==> src/hw/rtl/multichannel_discharge_scan_sequencer_unit_assert.svh <==
// ----------------------------------------------------------------------------
// Assertion macros for the discharge scan sequencer
// Concurrent checks written once and used by the RTL files that assert.
// ----------------------------------------------------------------------------
`ifndef MULTICHANNEL_DISCHARGE_SCAN_SEQUENCER_UNIT_ASSERT_SVH
`define MULTICHANNEL_DISCHARGE_SCAN_SEQUENCER_UNIT_ASSERT_SVH

// Consequent must hold in the same cycle as the antecedent.
`define MDSS_ASSERT_SAME(lbl, clk, rst, ante, cons, msg) \
  lbl: assert property (@(posedge clk) disable iff (rst) (ante) |-> (cons)) \
    else $error(msg);

// Consequent must hold in the cycle after the antecedent.
`define MDSS_ASSERT_NEXT(lbl, clk, rst, ante, cons, msg) \
  lbl: assert property (@(posedge clk) disable iff (rst) (ante) |=> (cons)) \
    else $error(msg);

`endif

==> src/hw/rtl/mdss_pkg.sv <==
// ----------------------------------------------------------------------------
// mdss_pkg
// Shared types and codes of the discharge scan sequencer.
// ----------------------------------------------------------------------------
`timescale 1ns / 1ps
`default_nettype none

package mdss_pkg;

  // request codes
  typedef enum logic [1:0] {
    REQ_TICK     = 2'd0,
    REQ_START    = 2'd1,
    REQ_CLASSIFY = 2'd2,
    REQ_NONE     = 2'd3
  } req_code_t;

  typedef enum logic [2:0] {
    PH_STOP   = 3'd0,
    PH_SELECT = 3'd1,
    PH_SETTLE = 3'd2,
    PH_CMD    = 3'd3,
    PH_WAIT   = 3'd4
  } phase_t;

  typedef enum logic [2:0] {
    ACT_STOPPED    = 3'd0,
    ACT_SELECT     = 3'd1,
    ACT_SETTLING   = 3'd2,
    ACT_READ_CMD   = 3'd3,
    ACT_WAIT_READY = 3'd4,
    ACT_SAMPLED    = 3'd5,
    ACT_LINE_DONE  = 3'd6,
    ACT_CLASSIFIED = 3'd7
  } action_t;

  localparam logic [1:0] WARN_NORMAL    = 2'd0;
  localparam logic [1:0] WARN_REVERSED  = 2'd1;
  localparam logic [1:0] WARN_IMPENDING = 2'd2;

  // register word indexes on the APB port
  localparam int unsigned ADDR_W = 5;
  localparam logic [2:0] REG_CUTOFF  = 3'd0;
  localparam logic [2:0] REG_REVERSE = 3'd1;
  localparam logic [2:0] REG_LIMIT   = 3'd2;
  localparam logic [2:0] REG_SETTLE  = 3'd3;
  localparam logic [2:0] REG_COUNT   = 3'd4;

  localparam logic [7:0] SETTLE_RESET = 8'd13;
  localparam logic [7:0] COUNT_RESET  = 8'd100;

  typedef struct packed {
    logic [15:0] cutoff_level;
    logic [15:0] reverse_level;
    logic [15:0] limit_level;
    logic [7:0]  settle_ticks;
    logic [7:0]  channel_count;
  } cfg_t;

endpackage

`default_nettype wire

==> src/hw/rtl/mdss_ifs.sv <==
// ----------------------------------------------------------------------------
// mdss request and result channels
// Valid/ready channels carrying one request item and one result item.
// ----------------------------------------------------------------------------
`timescale 1ns / 1ps
`default_nettype none

interface mdss_req_if;
  logic        valid;
  logic        ready;
  logic [1:0]  req_type;
  logic        drdy_n;
  logic [15:0] sample;
  logic [6:0]  class_channel;
  logic        channel_enabled;
  logic        reverse_detected;

  modport source (
    output valid, req_type, drdy_n, sample, class_channel, channel_enabled,
           reverse_detected,
    input  ready
  );
  modport sink (
    input  valid, req_type, drdy_n, sample, class_channel, channel_enabled,
           reverse_detected,
    output ready
  );
endinterface

interface mdss_rsp_if;
  logic        valid;
  logic        ready;
  logic [2:0]  action;
  logic [7:0]  channel_number;
  logic [15:0] sample_out;
  logic        relay_close;
  logic        relay_open;
  logic [1:0]  warn_status;
  logic        channel_working;

  modport source (
    output valid, action, channel_number, sample_out, relay_close, relay_open,
           warn_status, channel_working,
    input  ready
  );
  modport sink (
    input  valid, action, channel_number, sample_out, relay_close, relay_open,
           warn_status, channel_working,
    output ready
  );
endinterface

`default_nettype wire

==> src/hw/rtl/multichannel_discharge_scan_sequencer_unit.sv <==
// ----------------------------------------------------------------------------
// multichannel_discharge_scan_sequencer_unit
// Tick-driven channel scanner and pre-test classifier of a discharge tester.
// ----------------------------------------------------------------------------
//  channel | kind          | carries
//  req     | valid/ready   | tick, start or classify request with ADC sample
//  rsp     | valid/ready   | action, channel, sample, relay and warn flags
//  apb     | APB write/rd  | cutoff, reverse, limit, settle ticks, count
//
//  One item per cycle while results are taken. Each item is held in the input
//  register, stepped, and its result is loaded into the result register.
//  A stalled result holds the step stage; the input register then fills and
//  ready drops until the result is taken.
//  Reset stops the scan; the working flags are then cleared one per cycle,
//  and ready stays low until all MAX_CHANNELS entries are cleared.
// ----------------------------------------------------------------------------
`timescale 1ns / 1ps
`default_nettype none

module multichannel_discharge_scan_sequencer_unit
  import mdss_pkg::*;
#(
  parameter int unsigned MAX_CHANNELS = 128
) (
  input  logic              clk,
  input  logic              rst,
  mdss_req_if.sink          req,
  mdss_rsp_if.source        rsp,
  input  logic              psel,
  input  logic              penable,
  input  logic              pwrite,
  input  logic [ADDR_W-1:0] paddr,
  input  logic [31:0]       pwdata,
  output logic [31:0]       prdata,
  output logic              pready
);

`include "multichannel_discharge_scan_sequencer_unit_assert.svh"

  localparam int unsigned IDX_W = (MAX_CHANNELS > 1) ? $clog2(MAX_CHANNELS) : 1;
  localparam logic [8:0]  MAX9  = 9'(MAX_CHANNELS);
  localparam logic [IDX_W-1:0] CLR_LAST = IDX_W'(MAX_CHANNELS - 1);

  typedef struct packed {
    logic [1:0]  req_type;
    logic        drdy_n;
    logic [15:0] sample;
    logic [6:0]  class_channel;
    logic        channel_enabled;
    logic        reverse_detected;
  } item_t;

  typedef struct packed {
    action_t     action;
    logic [7:0]  channel_number;
    logic [15:0] sample_out;
    logic        relay_close;
    logic        relay_open;
    logic [1:0]  warn_status;
    logic        channel_working;
  } result_t;

  cfg_t cfg;

  mdss_apb_regs u_regs (
    .clk     (clk),
    .rst     (rst),
    .psel    (psel),
    .penable (penable),
    .pwrite  (pwrite),
    .paddr   (paddr),
    .pwdata  (pwdata),
    .prdata  (prdata),
    .pready  (pready),
    .cfg     (cfg)
  );

  // input register
  logic  s1_valid;
  item_t s1;
  logic  s1_adv;
  logic  s1_fire;

  // scan state
  phase_t              phase, phase_next;
  logic [7:0]          settle_count, settle_next;
  logic [7:0]          cur_ch, cur_ch_next;

  // working flag store
  logic             flag_mem [MAX_CHANNELS];
  logic             flag_q;
  logic             clr_busy;
  logic [IDX_W-1:0] clr_idx;
  logic             mem_we;
  logic [IDX_W-1:0] mem_wa;
  logic             mem_wd;
  logic [IDX_W-1:0] rd_idx;
  logic             rd_fwd;

  // result register
  logic    out_valid;
  result_t out_q, res;

  // step decode
  logic [8:0]       count9;
  logic [8:0]       ch9;
  logic [8:0]       cls9;
  logic [IDX_W-1:0] ch_idx;
  logic [IDX_W-1:0] cls_idx;
  logic             line_end;
  logic             cur_flag;
  logic             cls_in_range;
  logic             cls_on;
  logic [1:0]       cls_warn;
  logic             clear_flag;
  logic [7:0]       settle_inc;
  logic             is_tick;

  assign s1_adv    = !out_valid || rsp.ready;
  assign s1_fire   = s1_valid && s1_adv;
  assign req.ready = !clr_busy && (!s1_valid || s1_adv);

  always_ff @(posedge clk) begin
    if (rst) begin
      s1_valid <= 1'b0;
    end else if (req.ready) begin
      s1_valid <= req.valid;
    end
  end

  always_ff @(posedge clk) begin
    if (req.valid && req.ready) begin
      s1.req_type         <= req.req_type;
      s1.drdy_n           <= req.drdy_n;
      s1.sample           <= req.sample;
      s1.class_channel    <= req.class_channel;
      s1.channel_enabled  <= req.channel_enabled;
      s1.reverse_detected <= req.reverse_detected;
    end
  end

  // clamp the count to the flag store depth
  assign count9   = ({1'b0, cfg.channel_count} > MAX9) ? MAX9 : {1'b0, cfg.channel_count};
  assign ch9      = {1'b0, cur_ch};
  assign cls9     = {2'b00, s1.class_channel};
  assign ch_idx   = ch9[IDX_W-1:0];
  assign cls_idx  = cls9[IDX_W-1:0];
  assign line_end = ch9 >= count9;
  assign cur_flag = flag_q;
  assign cls_in_range = cls9 < MAX9;
  assign settle_inc   = settle_count + 8'd1;
  assign is_tick      = (s1.req_type == REQ_TICK) && (phase != PH_STOP);

  assign clear_flag = is_tick && !line_end && (phase == PH_WAIT) && !s1.drdy_n
                      && (s1.sample < cfg.cutoff_level) && cur_flag;

  always_comb begin
    cls_on   = 1'b0;
    cls_warn = WARN_NORMAL;
    priority if (s1.sample > cfg.cutoff_level && s1.channel_enabled) begin
      cls_on = 1'b1;
    end else if (s1.sample < cfg.reverse_level && s1.reverse_detected) begin
      cls_warn = WARN_REVERSED;
    end else if (s1.sample < cfg.limit_level && !s1.reverse_detected) begin
      cls_warn = WARN_IMPENDING;
    end
  end

  // next scan state
  always_comb begin
    phase_next  = phase;
    settle_next = settle_count;
    cur_ch_next = cur_ch;
    if (s1.req_type == REQ_START) begin
      phase_next  = PH_SELECT;
      settle_next = 8'd0;
      cur_ch_next = 8'd0;
    end else if (is_tick) begin
      if (line_end) begin
        phase_next = PH_STOP;
      end else begin
        unique case (phase)
          PH_SELECT: phase_next = PH_SETTLE;
          PH_SETTLE: begin
            if (settle_inc >= cfg.settle_ticks) begin
              settle_next = 8'd0;
              phase_next  = PH_CMD;
            end else begin
              settle_next = settle_inc;
            end
          end
          PH_CMD: phase_next = PH_WAIT;
          PH_WAIT: begin
            if (!s1.drdy_n) begin
              cur_ch_next = cur_ch + 8'd1;
              phase_next  = PH_SELECT;
            end
          end
          default: phase_next = PH_STOP;
        endcase
      end
    end
  end

  // result of the item
  always_comb begin
    res = '0;
    if (s1.req_type == REQ_CLASSIFY) begin
      res.action          = ACT_CLASSIFIED;
      res.channel_number  = cls9[7:0] + 8'd1;
      res.relay_close     = cls_on;
      res.warn_status     = cls_warn;
      res.channel_working = cls_on && cls_in_range;
    end else if (is_tick) begin
      if (line_end) begin
        res.action         = ACT_LINE_DONE;
        res.channel_number = cur_ch;
      end else begin
        res.channel_number  = cur_ch + 8'd1;
        res.channel_working = cur_flag && !clear_flag;
        unique case (phase)
          PH_SELECT: res.action = ACT_SELECT;
          PH_SETTLE: res.action = ACT_SETTLING;
          PH_CMD:    res.action = ACT_READ_CMD;
          PH_WAIT: begin
            if (s1.drdy_n) begin
              res.action = ACT_WAIT_READY;
            end else begin
              res.action     = ACT_SAMPLED;
              res.sample_out = s1.sample;
              res.relay_open = clear_flag;
            end
          end
          default: begin
            res.channel_number  = 8'd0;
            res.channel_working = 1'b0;
          end
        endcase
      end
    end
  end

  always_ff @(posedge clk) begin
    if (rst) begin
      phase        <= PH_STOP;
      settle_count <= 8'd0;
      cur_ch       <= 8'd0;
    end else if (s1_fire) begin
      phase        <= phase_next;
      settle_count <= settle_next;
      cur_ch       <= cur_ch_next;
    end
  end

  // clear the flag store one entry per cycle after reset
  always_ff @(posedge clk) begin
    if (rst) begin
      clr_busy <= 1'b1;
      clr_idx  <= '0;
    end else if (clr_busy) begin
      clr_idx <= clr_idx + IDX_W'(1);
      if (clr_idx == CLR_LAST) begin
        clr_busy <= 1'b0;
      end
    end
  end

  // classify and sample clear never share a cycle
  assign mem_we = s1_fire && ((s1.req_type == REQ_CLASSIFY && cls_in_range) || clear_flag);
  assign mem_wa = clear_flag ? ch_idx : cls_idx;
  assign mem_wd = clear_flag ? 1'b0 : cls_on;

  always_ff @(posedge clk) begin
    if (clr_busy) begin
      flag_mem[clr_idx] <= 1'b0;
    end else if (mem_we) begin
      flag_mem[mem_wa] <= mem_wd;
    end
  end

  // hold the flag of the channel the scan will report next; a classify of
  // that very channel is passed straight through
  assign rd_idx = cur_ch_next[IDX_W-1:0];
  assign rd_fwd = (s1.req_type == REQ_CLASSIFY) && cls_in_range && (cls9 == ch9);

  always_ff @(posedge clk) begin
    if (rst) begin
      flag_q <= 1'b0;
    end else if (s1_fire) begin
      flag_q <= rd_fwd ? cls_on : flag_mem[rd_idx];
    end
  end

  always_ff @(posedge clk) begin
    if (rst) begin
      out_valid <= 1'b0;
    end else if (s1_adv) begin
      out_valid <= s1_valid;
    end
  end

  always_ff @(posedge clk) begin
    if (s1_fire) begin
      out_q <= res;
    end
  end

  assign rsp.valid           = out_valid;
  assign rsp.action          = out_q.action;
  assign rsp.channel_number  = out_q.channel_number;
  assign rsp.sample_out      = out_q.sample_out;
  assign rsp.relay_close     = out_q.relay_close;
  assign rsp.relay_open      = out_q.relay_open;
  assign rsp.warn_status     = out_q.warn_status;
  assign rsp.channel_working = out_q.channel_working;

  // a stopped scan stays stopped until a start
  `MDSS_ASSERT_NEXT(a_stop_holds, clk, rst,
    s1_fire && phase == PH_STOP && s1.req_type != REQ_START,
    phase == PH_STOP, "scan left stop without a start")
  // classify leaves the scan untouched
  `MDSS_ASSERT_NEXT(a_classify_no_scan, clk, rst,
    s1_fire && s1.req_type == REQ_CLASSIFY,
    $stable(phase) && $stable(cur_ch) && $stable(settle_count),
    "classify changed scan state")
  // relay open only on a taken sample that ends the channel
  `MDSS_ASSERT_SAME(a_open_sampled, clk, rst,
    out_valid && out_q.relay_open,
    out_q.action == ACT_SAMPLED && !out_q.channel_working,
    "relay open outside a sample")
  // a held item stays in the input register
  `MDSS_ASSERT_NEXT(a_s1_hold, clk, rst,
    s1_valid && !s1_adv,
    s1_valid && $stable(s1), "input register lost a held item")

endmodule

`default_nettype wire

==> src/hw/rtl/mdss_apb_regs.sv <==
// ----------------------------------------------------------------------------
// mdss_apb_regs
// APB register file holding the thresholds, settle time and channel count.
// ----------------------------------------------------------------------------
`timescale 1ns / 1ps
`default_nettype none

module mdss_apb_regs
  import mdss_pkg::*;
(
  input  logic              clk,
  input  logic              rst,
  input  logic              psel,
  input  logic              penable,
  input  logic              pwrite,
  input  logic [ADDR_W-1:0] paddr,
  input  logic [31:0]       pwdata,
  output logic [31:0]       prdata,
  output logic              pready,
  output cfg_t              cfg
);

  logic       wr_en;
  logic [2:0] reg_idx;

  assign pready  = 1'b1;
  assign reg_idx = paddr[ADDR_W-1:2];
  assign wr_en   = psel && penable && pwrite && pready;

  always_ff @(posedge clk) begin
    if (rst) begin
      cfg.cutoff_level  <= '0;
      cfg.reverse_level <= '0;
      cfg.limit_level   <= '0;
      cfg.settle_ticks  <= SETTLE_RESET;
      cfg.channel_count <= COUNT_RESET;
    end else if (wr_en) begin
      unique case (reg_idx)
        REG_CUTOFF:  cfg.cutoff_level  <= pwdata[15:0];
        REG_REVERSE: cfg.reverse_level <= pwdata[15:0];
        REG_LIMIT:   cfg.limit_level   <= pwdata[15:0];
        REG_SETTLE:  cfg.settle_ticks  <= pwdata[7:0];
        REG_COUNT:   cfg.channel_count <= pwdata[7:0];
        default: ;
      endcase
    end
  end

  always_comb begin
    unique case (reg_idx)
      REG_CUTOFF:  prdata = {16'd0, cfg.cutoff_level};
      REG_REVERSE: prdata = {16'd0, cfg.reverse_level};
      REG_LIMIT:   prdata = {16'd0, cfg.limit_level};
      REG_SETTLE:  prdata = {24'd0, cfg.settle_ticks};
      REG_COUNT:   prdata = {24'd0, cfg.channel_count};
      default:     prdata = 32'd0;
    endcase
  end

endmodule

`default_nettype wire
==> src/flat_wrapper.sv <==
// flat-port wrapper written by rule: the top's interface ports become plain ports
module multichannel_discharge_scan_sequencer_unit_flat import mdss_pkg::*;
#(
  parameter int unsigned MAX_CHANNELS = 128
)
  (clk, rst, psel, penable, pwrite, paddr, pwdata, prdata, pready, req_valid, req_req_type, req_drdy_n, req_sample, req_class_channel, req_channel_enabled, req_reverse_detected, req_ready, rsp_valid, rsp_action, rsp_channel_number, rsp_sample_out, rsp_relay_close, rsp_relay_open, rsp_warn_status, rsp_channel_working, rsp_ready);
  mdss_req_if req_i ();
  mdss_rsp_if rsp_i ();
  input  logic clk;
  input  logic rst;
  input  logic psel;
  input  logic penable;
  input  logic pwrite;
  input  logic [ADDR_W-1:0] paddr;
  input  logic [31:0] pwdata;
  output logic [31:0] prdata;
  output logic pready;
  input wire logic [$bits(req_i.valid)-1:0] req_valid;
  input wire logic [$bits(req_i.req_type)-1:0] req_req_type;
  input wire logic [$bits(req_i.drdy_n)-1:0] req_drdy_n;
  input wire logic [$bits(req_i.sample)-1:0] req_sample;
  input wire logic [$bits(req_i.class_channel)-1:0] req_class_channel;
  input wire logic [$bits(req_i.channel_enabled)-1:0] req_channel_enabled;
  input wire logic [$bits(req_i.reverse_detected)-1:0] req_reverse_detected;
  output wire logic [$bits(req_i.ready)-1:0] req_ready;
  output wire logic [$bits(rsp_i.valid)-1:0] rsp_valid;
  output wire logic [$bits(rsp_i.action)-1:0] rsp_action;
  output wire logic [$bits(rsp_i.channel_number)-1:0] rsp_channel_number;
  output wire logic [$bits(rsp_i.sample_out)-1:0] rsp_sample_out;
  output wire logic [$bits(rsp_i.relay_close)-1:0] rsp_relay_close;
  output wire logic [$bits(rsp_i.relay_open)-1:0] rsp_relay_open;
  output wire logic [$bits(rsp_i.warn_status)-1:0] rsp_warn_status;
  output wire logic [$bits(rsp_i.channel_working)-1:0] rsp_channel_working;
  input wire logic [$bits(rsp_i.ready)-1:0] rsp_ready;
  assign req_i.valid = req_valid;
  assign req_i.req_type = req_req_type;
  assign req_i.drdy_n = req_drdy_n;
  assign req_i.sample = req_sample;
  assign req_i.class_channel = req_class_channel;
  assign req_i.channel_enabled = req_channel_enabled;
  assign req_i.reverse_detected = req_reverse_detected;
  assign req_ready = req_i.ready;
  assign rsp_valid = rsp_i.valid;
  assign rsp_action = rsp_i.action;
  assign rsp_channel_number = rsp_i.channel_number;
  assign rsp_sample_out = rsp_i.sample_out;
  assign rsp_relay_close = rsp_i.relay_close;
  assign rsp_relay_open = rsp_i.relay_open;
  assign rsp_warn_status = rsp_i.warn_status;
  assign rsp_channel_working = rsp_i.channel_working;
  assign rsp_i.ready = rsp_ready;
  multichannel_discharge_scan_sequencer_unit #(.MAX_CHANNELS(MAX_CHANNELS)) u_core (.clk(clk), .rst(rst), .req(req_i), .rsp(rsp_i), .psel(psel), .penable(penable), .pwrite(pwrite), .paddr(paddr), .pwdata(pwdata), .prdata(prdata), .pready(pready));
endmodule
==> config.mk <==
export PLATFORM = sky130hd
export DESIGN_NAME = multichannel_discharge_scan_sequencer_unit_flat
export DESIGN_NICKNAME = d
export VERILOG_FILES = /design/src/hw/rtl/mdss_pkg.sv /design/src/hw/rtl/mdss_ifs.sv /design/src/hw/rtl/multichannel_discharge_scan_sequencer_unit.sv /design/src/hw/rtl/mdss_apb_regs.sv /design/src/flat_wrapper.sv
export VERILOG_INCLUDE_DIRS = /design/src /design/src/hw/rtl
export SDC_FILE = /design/constraint.sdc
export NUM_CORES = 1
export LEC_CHECK = 0
export ABC_AREA = 1
export ABC_CLOCK_PERIOD_IN_PS = 8500
export BUFFER_PORTS_ARGS = -buffer_cell sky130_fd_sc_hd__buf_2
export CORE_ASPECT_RATIO = 1.5
export CORE_MARGIN = 4
export CORE_UTILIZATION = 30
export CTS_CLUSTER_SIZE = 16
export DETAILED_ROUTE_END_ITERATION = 6
export GPL_ROUTABILITY_DRIVEN = 0
export PLACE_DENSITY = 0.47
export SLEW_MARGIN = 20
export SYNTH_ARGS = -nofsm -noshare
export SYNTH_HDL_FRONTEND = slang
export SYNTH_SLANG_ARGS = --single-unit
==> constraint.sdc <==
create_clock -name clk -period 8.5 [get_ports clk]
set_input_delay 0 -clock clk [delete_from_list [all_inputs] [get_ports clk]]
set_output_delay 0 -clock clk [all_outputs]
set_load 0.005 [all_outputs]
==> impl_metrics.yaml, run 1 <==
grt:
  grtUsageTotal: 0.163
  antenna_found_initial: 0
  first_global_vias: 12000
  grt_pass1_wl_um: 68000
  grt_overflow: 0
  grt_max_degree: 129
synth:
  synth_cells: 1725
  synth-edff-count: 188
  yosysTopAreaCell: "edfxtp_1"
  netlist.area_leader.share: 0.383
  ys_seq_elements: 282
  synth_common_cells: "inv_1 (266), nand2_1 (251), nor2_1 (210)"
  synth_flop_cell: "edfxtp_1"
  syn_area_per_cell_um2: 8.55
  ys_seq_area_frac: 0.510
  yosys-top-cells-area: "edfxtp_1 (38%), dfxtp_1 (13%), inv_1 (6.8%), nand2_1 (6.4%), ha_1 (5.6%)"
  synthArstFlopShare: 0
  syn_area_um2: 14700
  yosys_warnings: 0
  synth_cell_types: 51
  yosysMostFrequentCell: "inv_1"
critical_path:
  worst-setup-path-type: "flip-flop to flip-flop"
  required_ns: 8.77
  r2r_cells: 20
  cp_cell_sequence: "nor4_1, a31oi_1, inv_1, nand2_1, ha_1, nand2_1, nand2_1, nand2_1, nand2_1, nand2_1, nand3_2, nor3_4, nand3_2, a21oi_4, nand2_2, nand2_1, o21ai_4, inv_4, nand3_1, nor2_1"
  ff2ff_setup_slack_ns: 3.45
  slowest_delay_ns: 0.62
  timing.rr.end: "u_core.flag_mem[59]"
  cpMostUsedCell: "nand2_1"
  reg2reg_from: "u_core.u_regs.cfg[1]"
  worstSetupStartpointType: "flip-flop"
  cp.arrival_ns: 5.31
  cp_max_fo: 18
  critPathCaptureType: "flip-flop"
  cp_num_buf_inv: 2
  cp_slowest_cell: "nand3_1"
  cp_top_family: "simple AND/OR/NAND/NOR gates"
clock_tree:
  cts-htree-levels: 1
  cts_buffers: 31
  cts-hold-fix-buffers: 50
  clock_latency_ns: 0.60
  cts_root_buf: "clkbuf_16"
  cts_setup_buffers: 0
  clock_path_buffers: 3
  cts_resized: 0
  cts_tree: "yes"
  clkSinkCount: 282
  clk_pin_slew_ns: 0.06
place:
  dp_hpwl_um: 30400
  port_buffers: 103
  dp.cells: 2434
routing:
  dr.pass1.iters: 5
  totalWireLength_um: 44600
  vias_per_cell: 4.78
  drc: 0
  drt_iter0_markers: 601
  wl_per_cell_um: 17.6
  vias: 12100
  final_antenna_net_count: 0
die:
  dieArea_um2: 52800
  num_io_pins: 139
  core_area_um2: 48700
  start_util: 0.303
  rows: 99
  die_h_um: 280
  fp.dieW_um: 189
sta:
  hold_viol: 0
  max_slew_margin: 0.301
  setup_violations: 0
  slew_violations: 0
  period_share: 0.594
  finalSetupTns_ns: 0
  finClkSkew_ns: 0.0257
  tightest_slew_ns: 1.04
  max_freq_mhz: 198
  min_period_ns: 5.05
  rsz0062_at_grt: "false"
final_layout:
  n_antenna_cell: 0
  synthToLayoutAreaGrowth_pct: 17.8
  layout-drive-gt1-share: 0.115
  layout.cells.non_filler: 2540
  final_core_util: 0.357
  final_nets: 1999
pwr:
  power_leakage_nw: 7.06
  peakVddDrop_mv: 0.142
  cellPowerDensity_nw_per_um2: 167
  design_power_total_mw: 2.90
worst_hold_path:
  hold_depth: 5
  hold_path_class: "input pin to flip-flop"
  min_from: "penable"
  holdPathEnd: "u_core.u_regs.cfg[48]"
outcome:
  status: "finished, final reports clean"
run:
  cap_violations: 0
registers in the layout (all words and copies together) (netlist names), 2 cells and up:
register	count
u_core.rsp.action	3
u_core.clr_idx	7
u_core.rsp.warn_status	2
u_core.cls_idx	7
u_core.u_regs.cfg	64
u_core.settle_count	8
u_core.rsp.sample_out	16
u_core.cur_ch	8
u_core.rsp.channel_number	8
u_core.s1	21
u_core.flag_mem	128
u_core.phase	3
where the power goes:
group / internal (mW) / switching, mW / leakage [nW] / total (mW)
clock network: 0.749 / 0.576 / 0.484 / 1.32
logic: 0.0427 / 0.0717 / 4.02 / 0.114
registers: 1.45 / 0.00289 / 2.56 / 1.46
total: 2.25 / 0.651 / 7.06 / 2.90
routing by layer:
metal | GRT usage | vias up | routed length [µm]
met4 | 0.0621 | 0 | 1710
met3 | 0.0198 | 85 | 1840
met1 | 0.177 | 5759 | 17000
met2 | 0.319 | 266 | 24000
li1 | - | 6030 | -
met5 | 0 | - | 0
worst max path at each step:
stage	start	endpoint	depth (start not counted)
after floorplan	u_core.u_regs.cfg[1]	u_core.flag_mem[0]	17
after global placement	u_core.u_regs.cfg[1]	u_core.flag_mem[122]	18
after detailed placement	u_core.u_regs.cfg[1]	u_core.flag_mem[18]	18
after CTS	u_core.u_regs.cfg[1]	u_core.flag_mem[18]	18
after global routing	u_core.u_regs.cfg[1]	u_core.flag_mem[51]	20
final	u_core.u_regs.cfg[1]	u_core.flag_mem[59]	20
per-stage QoR:
step           hold slack, ns  area (µm²)  setup slack (ns)
3_3_place_gp            0.179       15900              3.52
3_5_place_dp            0.179       15900              3.52
4_1_cts                0.0524       17400              3.49
5_1_grt                 0.102       17400              3.04
6_report               0.0926       17400              3.45
2_1_floorplan          0.0780       14800              2.46
tightest hold or removal path, cell delays in order:
cell and delay, ns:
buf_2 0.09, nand3_1 0.23, nor2_1 0.11, o21ai_0 0.14, nor2_1 0.05
final cells by class:
cell class	count	area, µm²
repair buffers	173	1170
flip-flops and latches	282	7530
clock buffers	41	831
well taps	656	821
clock inverters	15	144
multi-input cells	1093	5830
inverters	280	1050
fillers	5032	31300
placed cells by master (no fill, tap or decap), types with 66 or more instances in the layout:
cell type  Yosys  layout
inv_1        266     266
ha_1          66      66
nand3_1      125     123
o21ai_0      129     129
a21oi_1      108     108
dfxtp_1       94      94
nor2_1       210     208
nand2_1      251     251
buf_2         18     103
edfxtp_1     188     188
cell families after synthesis:
| kind of cell | Yosys count | share of synthesized area |
|---|---|---|
| other | 2 | 0.000509 |
| AND/OR/NAND/NOR | 689 | 0.206 |
| adder cells (fa/ha/maj) | 66 | 0.0560 |
| AO/OA/AOI/OAI | 308 | 0.119 |
| flip-flops | 282 | 0.510 |
| XOR/XNOR | 13 | 0.00772 |
| buffers and inverters | 365 | 0.0999 |
No activity file was read; power rests on OpenSTA's default activity.
==> run 2: changes to the inputs <==
--- a/config.mk
+++ b/config.mk
@@ -7,7 +7,7 @@
 export NUM_CORES = 1
 export LEC_CHECK = 0
 export ABC_AREA = 1
-export ABC_CLOCK_PERIOD_IN_PS = 8500
+export ABC_CLOCK_PERIOD_IN_PS = 5000
 export BUFFER_PORTS_ARGS = -buffer_cell sky130_fd_sc_hd__buf_2
 export CORE_ASPECT_RATIO = 1.5
 export CORE_MARGIN = 4
==> constraint.sdc (replaced) <==
create_clock -name clk -period 5 [get_ports clk]
set_input_delay 0 -clock clk [delete_from_list [all_inputs] [get_ports clk]]
set_output_delay 0 -clock clk [all_outputs]
set_load 0.005 [all_outputs]
==> run 2 against run 1 <==
Compared with the run above: clock skew fell by 0.0058 ns; first-iteration DRC count rose by 5.3%; global-route usage rose by 0.084 points; final area rose by 0.92%; maximum frequency rose by 25%; hold slack got worse by 0.017 ns; sequential share of layout area fell by 0.40 points; non-clock buffer count rose by 9; highest routed layer unchanged.
==> impl_metrics.yaml, run 2 (same netlist as run 1, synthesis figures left out) <==
outcome:
  status: "finished, final reports clean"
clock_tree:
  cts-hold-fix-buffers: 50
  cts_resized: 0
  clock_latency_ns: 0.59
  clkSinkCount: 282
  clock_path_buffers: 3
  cts-htree-levels: 1
  cts_tree: "yes"
  cts_root_buf: "clkbuf_16"
  cts_setup_buffers: 0
  clk_pin_slew_ns: 0.06
  cts_buffers: 31
pwr:
  cellPowerDensity_nw_per_um2: 287
  power_leakage_nw: 7.09
  design_power_total_mw: 5.03
  peakVddDrop_mv: 0.296
routing:
  final_antenna_net_count: 0
  totalWireLength_um: 44800
  drc: 0
  vias_per_cell: 4.78
  vias: 12200
  drt_iter0_markers: 633
  dr.pass1.iters: 4
  wl_per_cell_um: 17.6
die:
  fp.dieW_um: 189
  num_io_pins: 139
  dieArea_um2: 52800
  core_area_um2: 48700
  rows: 99
  start_util: 0.303
  die_h_um: 280
run:
  cap_violations: 0
sta:
  max_slew_margin: 0.324
  max_freq_mhz: 248
  finClkSkew_ns: 0.0200
  period_share: 0.807
  min_period_ns: 4.04
  setup_violations: 0
  slew_violations: 0
  tightest_slew_ns: 1.01
  hold_viol: 0
  finalSetupTns_ns: 0
  rsz0062_at_grt: "false"
  fin_ws_ns: 0.963
critical_path:
  worstSetupStartpointType: "flip-flop"
  critPathCaptureType: "flip-flop"
  r2r_cells: 21
  worst-setup-path-type: "flip-flop to flip-flop"
  reg2reg_from: "u_core.u_regs.cfg[4]"
  ff2ff_setup_slack_ns: 0.96
  timing.rr.end: "u_core.flag_mem[125]"
  required_ns: 5.29
  cp.arrival_ns: 4.32
  cp_max_fo: 16
final_layout:
  largest_reg_flops: 128
  multiInputGateArea_um2: 5820
  reg_top3: "u_core.flag_mem (128), u_core.u_regs.cfg (64), u_core.s1 (21)"
  layout_common_cells: "inv_1 (266), nand2_1 (251), nor2_1 (208)"
  fillers: 5058
  n_antenna_cell: 0
  synthToLayoutAreaGrowth_pct: 18.9
  final_nets: 2008
  layout_commonest_cell: "inv_1"
  final_core_util: 0.360
  layout-drive-gt1-share: 0.120
  top_register: "u_core.flag_mem"
  seqCellArea_um2: 7530
grt:
  grt_pass1_wl_um: 68000
  first_global_vias: 11900
  grt_max_degree: 129
  grt_overflow: 0
  grtUsageTotal: 0.164
  antenna_found_initial: 0
worst_hold_path:
  hold_path_class: "input pin to flip-flop"
  min_from: "penable"
  holdPathEnd: "u_core.u_regs.cfg[48]"
  hold_depth: 5
place:
  place_ws_ns: 0.896
  port_buffers: 103
  dp_hpwl_um: 31200
==> run 2: changes by cell type in the layout (fill, tap and decap cells not counted), sizes merged <==
cell      previous run  this run
bufinv               2         4
buf                123       132
clkinvlp             1         4
clkinv              13        16
clkbuf              41        35
==> run 2: final cells by class <==
type | instances | share of cell area
Timing Repair Buffer | 182 | 0.0725
Clock inverter | 23 | 0.0136
Inverter | 280 | 0.0601
Clock buffer | 35 | 0.0457
Sequential cell | 282 | 0.429
Multi-Input combinational cell | 1093 | 0.332
Tap cell | 656 | 0.0468
==> run 2: worst max path at each step <==
stage	startpoint	endpoint	slack, ns	cells after the start
floorplan	u_core.u_regs.cfg[1]	u_core.flag_mem[0]	0.36	17
global placement	u_core.s1[18]	u_core.flag_mem[72]	0.94	14
detailed placement	u_core.s1[18]	u_core.flag_mem[48]	0.90	14
CTS	u_core.s1[18]	u_core.flag_mem[125]	0.86	14
global route	u_core.u_regs.cfg[1]	u_core.flag_mem[120]	0.62	21
finish	u_core.u_regs.cfg[4]	u_core.flag_mem[125]	0.96	21
==> run 2: worst max-delay path, cell delays in order, from the launching register on <==
cell     delay, ns
dfxtp_1       0.31
nor2_1        0.30
a31oi_1       0.17
inv_1         0.09
nand2_1       0.06
ha_1          0.29
nand2_1       0.06
nand2_1       0.04
nand2_1       0.05
nand2_1       0.04
nand2_1       0.10
nand3_2       0.11
nor3_4        0.15
nand3_2       0.08
buf_4         0.22
a21oi_4       0.18
nand2_2       0.22
o21ai_2       0.34
inv_2         0.11
nor2_4        0.17
nand3_2       0.39
nor2_1        0.26
==> run 2: report_power, final <==
part           internal (mW)  switching [mW]
clock                   1.36           0.993
sequential              2.47         0.00451
combinational         0.0742           0.122
==> run 2: stage by stage <==
stage | instance area, µm² | hold WS (ns) | cells
2_1_floorplan | 14800 | 0.0780 | 1740
5_1_grt | 17500 | 0.105 | 2551
6_report | 17500 | 0.0754 | 2551
4_1_cts | 17500 | 0.0385 | 2551
3_5_place_dp | 16000 | 0.179 | 2443
3_3_place_gp | 16000 | 0.179 | 2443
==> run 2: layer usage <==
metal  part of all wire  global-route usage  up-vias  routed length [µm]
li1                   -                   -     6057                   -
met1               0.39               0.179     5769               17300
met2               0.54               0.322      277               24300
met3              0.040              0.0206       83                1810
met4              0.030              0.0546        0                1360
met5                  0                   0        -                   0
==> run 3: changes to the inputs <==
--- a/config.mk
+++ b/config.mk
@@ -7,7 +7,7 @@
 export NUM_CORES = 1
 export LEC_CHECK = 0
 export ABC_AREA = 1
-export ABC_CLOCK_PERIOD_IN_PS = 5000
+export ABC_CLOCK_PERIOD_IN_PS = 3260
 export BUFFER_PORTS_ARGS = -buffer_cell sky130_fd_sc_hd__buf_2
 export CORE_ASPECT_RATIO = 1.5
 export CORE_MARGIN = 4
@@ -15,7 +15,7 @@
 export CTS_CLUSTER_SIZE = 16
 export DETAILED_ROUTE_END_ITERATION = 6
 export GPL_ROUTABILITY_DRIVEN = 0
-export PLACE_DENSITY = 0.47
+export PLACE_DENSITY = 0.49
 export SLEW_MARGIN = 20
 export SYNTH_ARGS = -nofsm -noshare
 export SYNTH_HDL_FRONTEND = slang
==> constraint.sdc (replaced) <==
create_clock -name clk -period 3.26 [get_ports clk]
set_input_delay 0 -clock clk [delete_from_list [all_inputs] [get_ports clk]]
set_output_delay 0 -clock clk [all_outputs]
set_load 0.005 [all_outputs]
==> run 3 against run 2 <==
Compared with the run above: core utilization grew 4.3 points; critical path depth grew 1; the run now ends with negative setup slack left; sequential share of layout area shrank 4.6 points; clock skew shrank 0.0032 ns; largest power group unchanged; highest routed layer unchanged; critical path type unchanged; non-clock buffer count grew 146; final area grew 12%; largest cell class unchanged.
==> impl_metrics.yaml, run 3 (same netlist as run 1, synthesis figures left out) <==
routing:
  vias: 12800
  wl_met1_um: 18700
  drc: 0
  vias_per_cell: 4.76
  wl_per_cell_um: 18.4
  top_layer: "met4"
  final_antenna_net_count: 0
  totalWireLength_um: 49500
  met3WireLength_um: 1880
  dr.pass1.iters: 5
  wl_met2_um: 27200
  drt_iter0_markers: 814
final_layout:
  synthToLayoutAreaGrowth_pct: 33.2
  n_antenna_cell: 0
  layout_common_cells: "inv_1 (265), nand2_1 (226), edfxtp_1 (188)"
  final_nets: 2155
  top_register: "u_core.flag_mem"
  largest_reg_flops: 128
  layout.cells.non_filler: 2697
  layout-drive-gt1-share: 0.249
  layout_commonest_cell: "inv_1"
  reg_top3: "u_core.flag_mem (128), u_core.u_regs.cfg (64), u_core.s1 (21)"
pwr:
  sw_frac_of_total: 0.223
  power_frac_seq: 0.489
  p_clk_frac: 0.458
  power_leakage_nw: 8.07
  power.switching_mw: 1.73
  design_power_total_mw: 7.77
  internal_power_mw: 6.04
  p_comb_frac: 0.053
  cellPowerDensity_nw_per_um2: 396
  peakVddDrop_mv: 0.374
worst_hold_path:
  holdPathEnd: "u_core.u_regs.cfg[48]"
  hold_path_class: "input pin to flip-flop"
  min_from: "paddr[3]"
  hold_depth: 6
sta:
  slew_violations: 0
  hold_viol: 0
  fin_ws_ns: -0.343
  finClkSkew_ns: 0.0167
  max_freq_mhz: 278
  finalSetupTns_ns: -42.03
  period_share: 1.11
  setup_violations: 205
  tightest_slew_ns: 0.970
  rsz0062_at_grt: "true"
  min_period_ns: 3.60
  max_slew_margin: 0.352
die:
  dieArea_um2: 52800
  start_util: 0.303
  core_area_um2: 48700
  rows: 99
  num_io_pins: 139
  fp.dieW_um: 189
  die_h_um: 280
clock_tree:
  cts_root_buf: "clkbuf_16"
  cts_buffers: 31
  clock_path_buffers: 3
  cts_tree: "yes"
  clkSinkCount: 282
  clk_pin_slew_ns: 0.06
  clock_latency_ns: 0.58
  cts-htree-levels: 1
run:
  cap_violations: 0
grt:
  grt_pass1_wl_um: 73800
  grtUsageTotal: 0.179
  grt_max_degree: 50
  first_global_vias: 12700
  antenna_found_initial: 0
  grt_overflow: 0
critical_path:
  cp_slowest_cell: "dfxtp_2"
  cp.arrival_ns: 3.90
  reg2reg_from: "u_core.u_regs.cfg[0]"
  required_ns: 3.55
  cp_cell_sequence: "nor4_4, a31oi_1, buf_4, nor2_1, ha_1, inv_1, nand2_1, nand3_2, nand3_4, nor3_4, nand3_2, buf_12, a21oi_4, nand2_4, nand2_2, nand2_2, buf_4, nor2_2, buf_6, nand2_1, buf_6, nor2_1"
  timing.rr.end: "u_core.flag_mem[120]"
  r2r_cells: 22
  ff2ff_setup_slack_ns: -0.34
  worstSetupStartpointType: "flip-flop"
  critPathCaptureType: "flip-flop"
  worst-setup-path-type: "flip-flop to flip-flop"
  cp_max_fo: 8
  slowest_delay_ns: 0.33
  cp_num_buf_inv: 6
  cp_top_family: "simple AND/OR/NAND/NOR gates"
place:
  dp_hpwl_um: 35000
  dp.cells: 2570
  port_buffers: 103
outcome:
  status: "finished, violations left"
  failed_checks: "negative setup slack"
run 3: cell count changes in the layout (fill, tap and decap cells not counted), sizes merged, moves of 2 or more:
cell    delta
clkbuf     +9
buf      +141
clkinv     -8
bufbuf     +2
run 3: stage by stage:
stage / cell area (µm²) / setup WS, ns / hold WS, ns / utilization
global route: 19700 / -0.560 / 0.0739 / 0.404
detailed placement: 17200 / -0.603 / 0.178 / 0.354
floorplan: 14800 / -0.425 / 0.0780 / -
global placement: 17200 / -0.533 / 0.179 / 0.354
finish: 19700 / -0.343 / 0.0380 / 0.404
CTS: 19200 / -0.328 / 0.0217 / 0.394
run 3: layout make-up:
type                            count  area (µm²)
Fill cell                        4864       29000
Sequential cell                   282        7530
Multi-Input combinational cell   1094        6370
Timing Repair Buffer              328        2850
Inverter                          280        1060
Clock buffer                       42         857
Tap cell                          656         821
Clock inverter                     15         168
run 3: power by group through the flow:
stage | clock network (mW) | registers (mW) | logic (mW)
after detailed placement | 0 | 3.87 | 0.314
after CTS | 3.65 | 3.80 | 0.384
after global placement | 0 | 3.87 | 0.312
final | 3.56 | 3.80 | 0.414
after global routing | 3.81 | 3.80 | 0.446
after floorplan | 0 | 3.87 | 0.155
run 3: timing repair:
item                                   in CTS  in global routing
resized for setup                          75                122
hold buffers                               51                  0
endpoints found under the hold margin     104                  0
setup endpoints to repair                 199                258
setup buffers                              12                  2
pin swaps                                   5                  8
cloned                                      3                  2
run 3: tightest hold or removal path, delay by kind of cell:
kind / cells / cell delay [ns]
AO/OA/AOI/OAI: 1 / 0.15
buffers and inverters: 1 / 0.10
AND/OR/NAND/NOR: 4 / 0.31
run 3: how the worst max path moves through the flow:
stage | startpoint | end | slack [ns] | cells after the start
floorplan | u_core.u_regs.cfg[1] | u_core.flag_mem[0] | -0.42 | 17
global placement | u_core.u_regs.cfg[0] | u_core.flag_mem[100] | -0.53 | 23
detailed placement | u_core.u_regs.cfg[0] | u_core.flag_mem[100] | -0.60 | 23
CTS | u_core.u_regs.cfg[0] | u_core.cur_flag | -0.33 | 26
global route | u_core.u_regs.cfg[0] | u_core.flag_mem[121] | -0.56 | 21
finish | u_core.u_regs.cfg[0] | u_core.flag_mem[120] | -0.34 | 22
run 3: routing by layer:
layer  track usage  up-vias
met5             0        -
met1         0.195     6116
met2         0.355      280
li1              -     6353
met3        0.0189       88
met4        0.0578        0
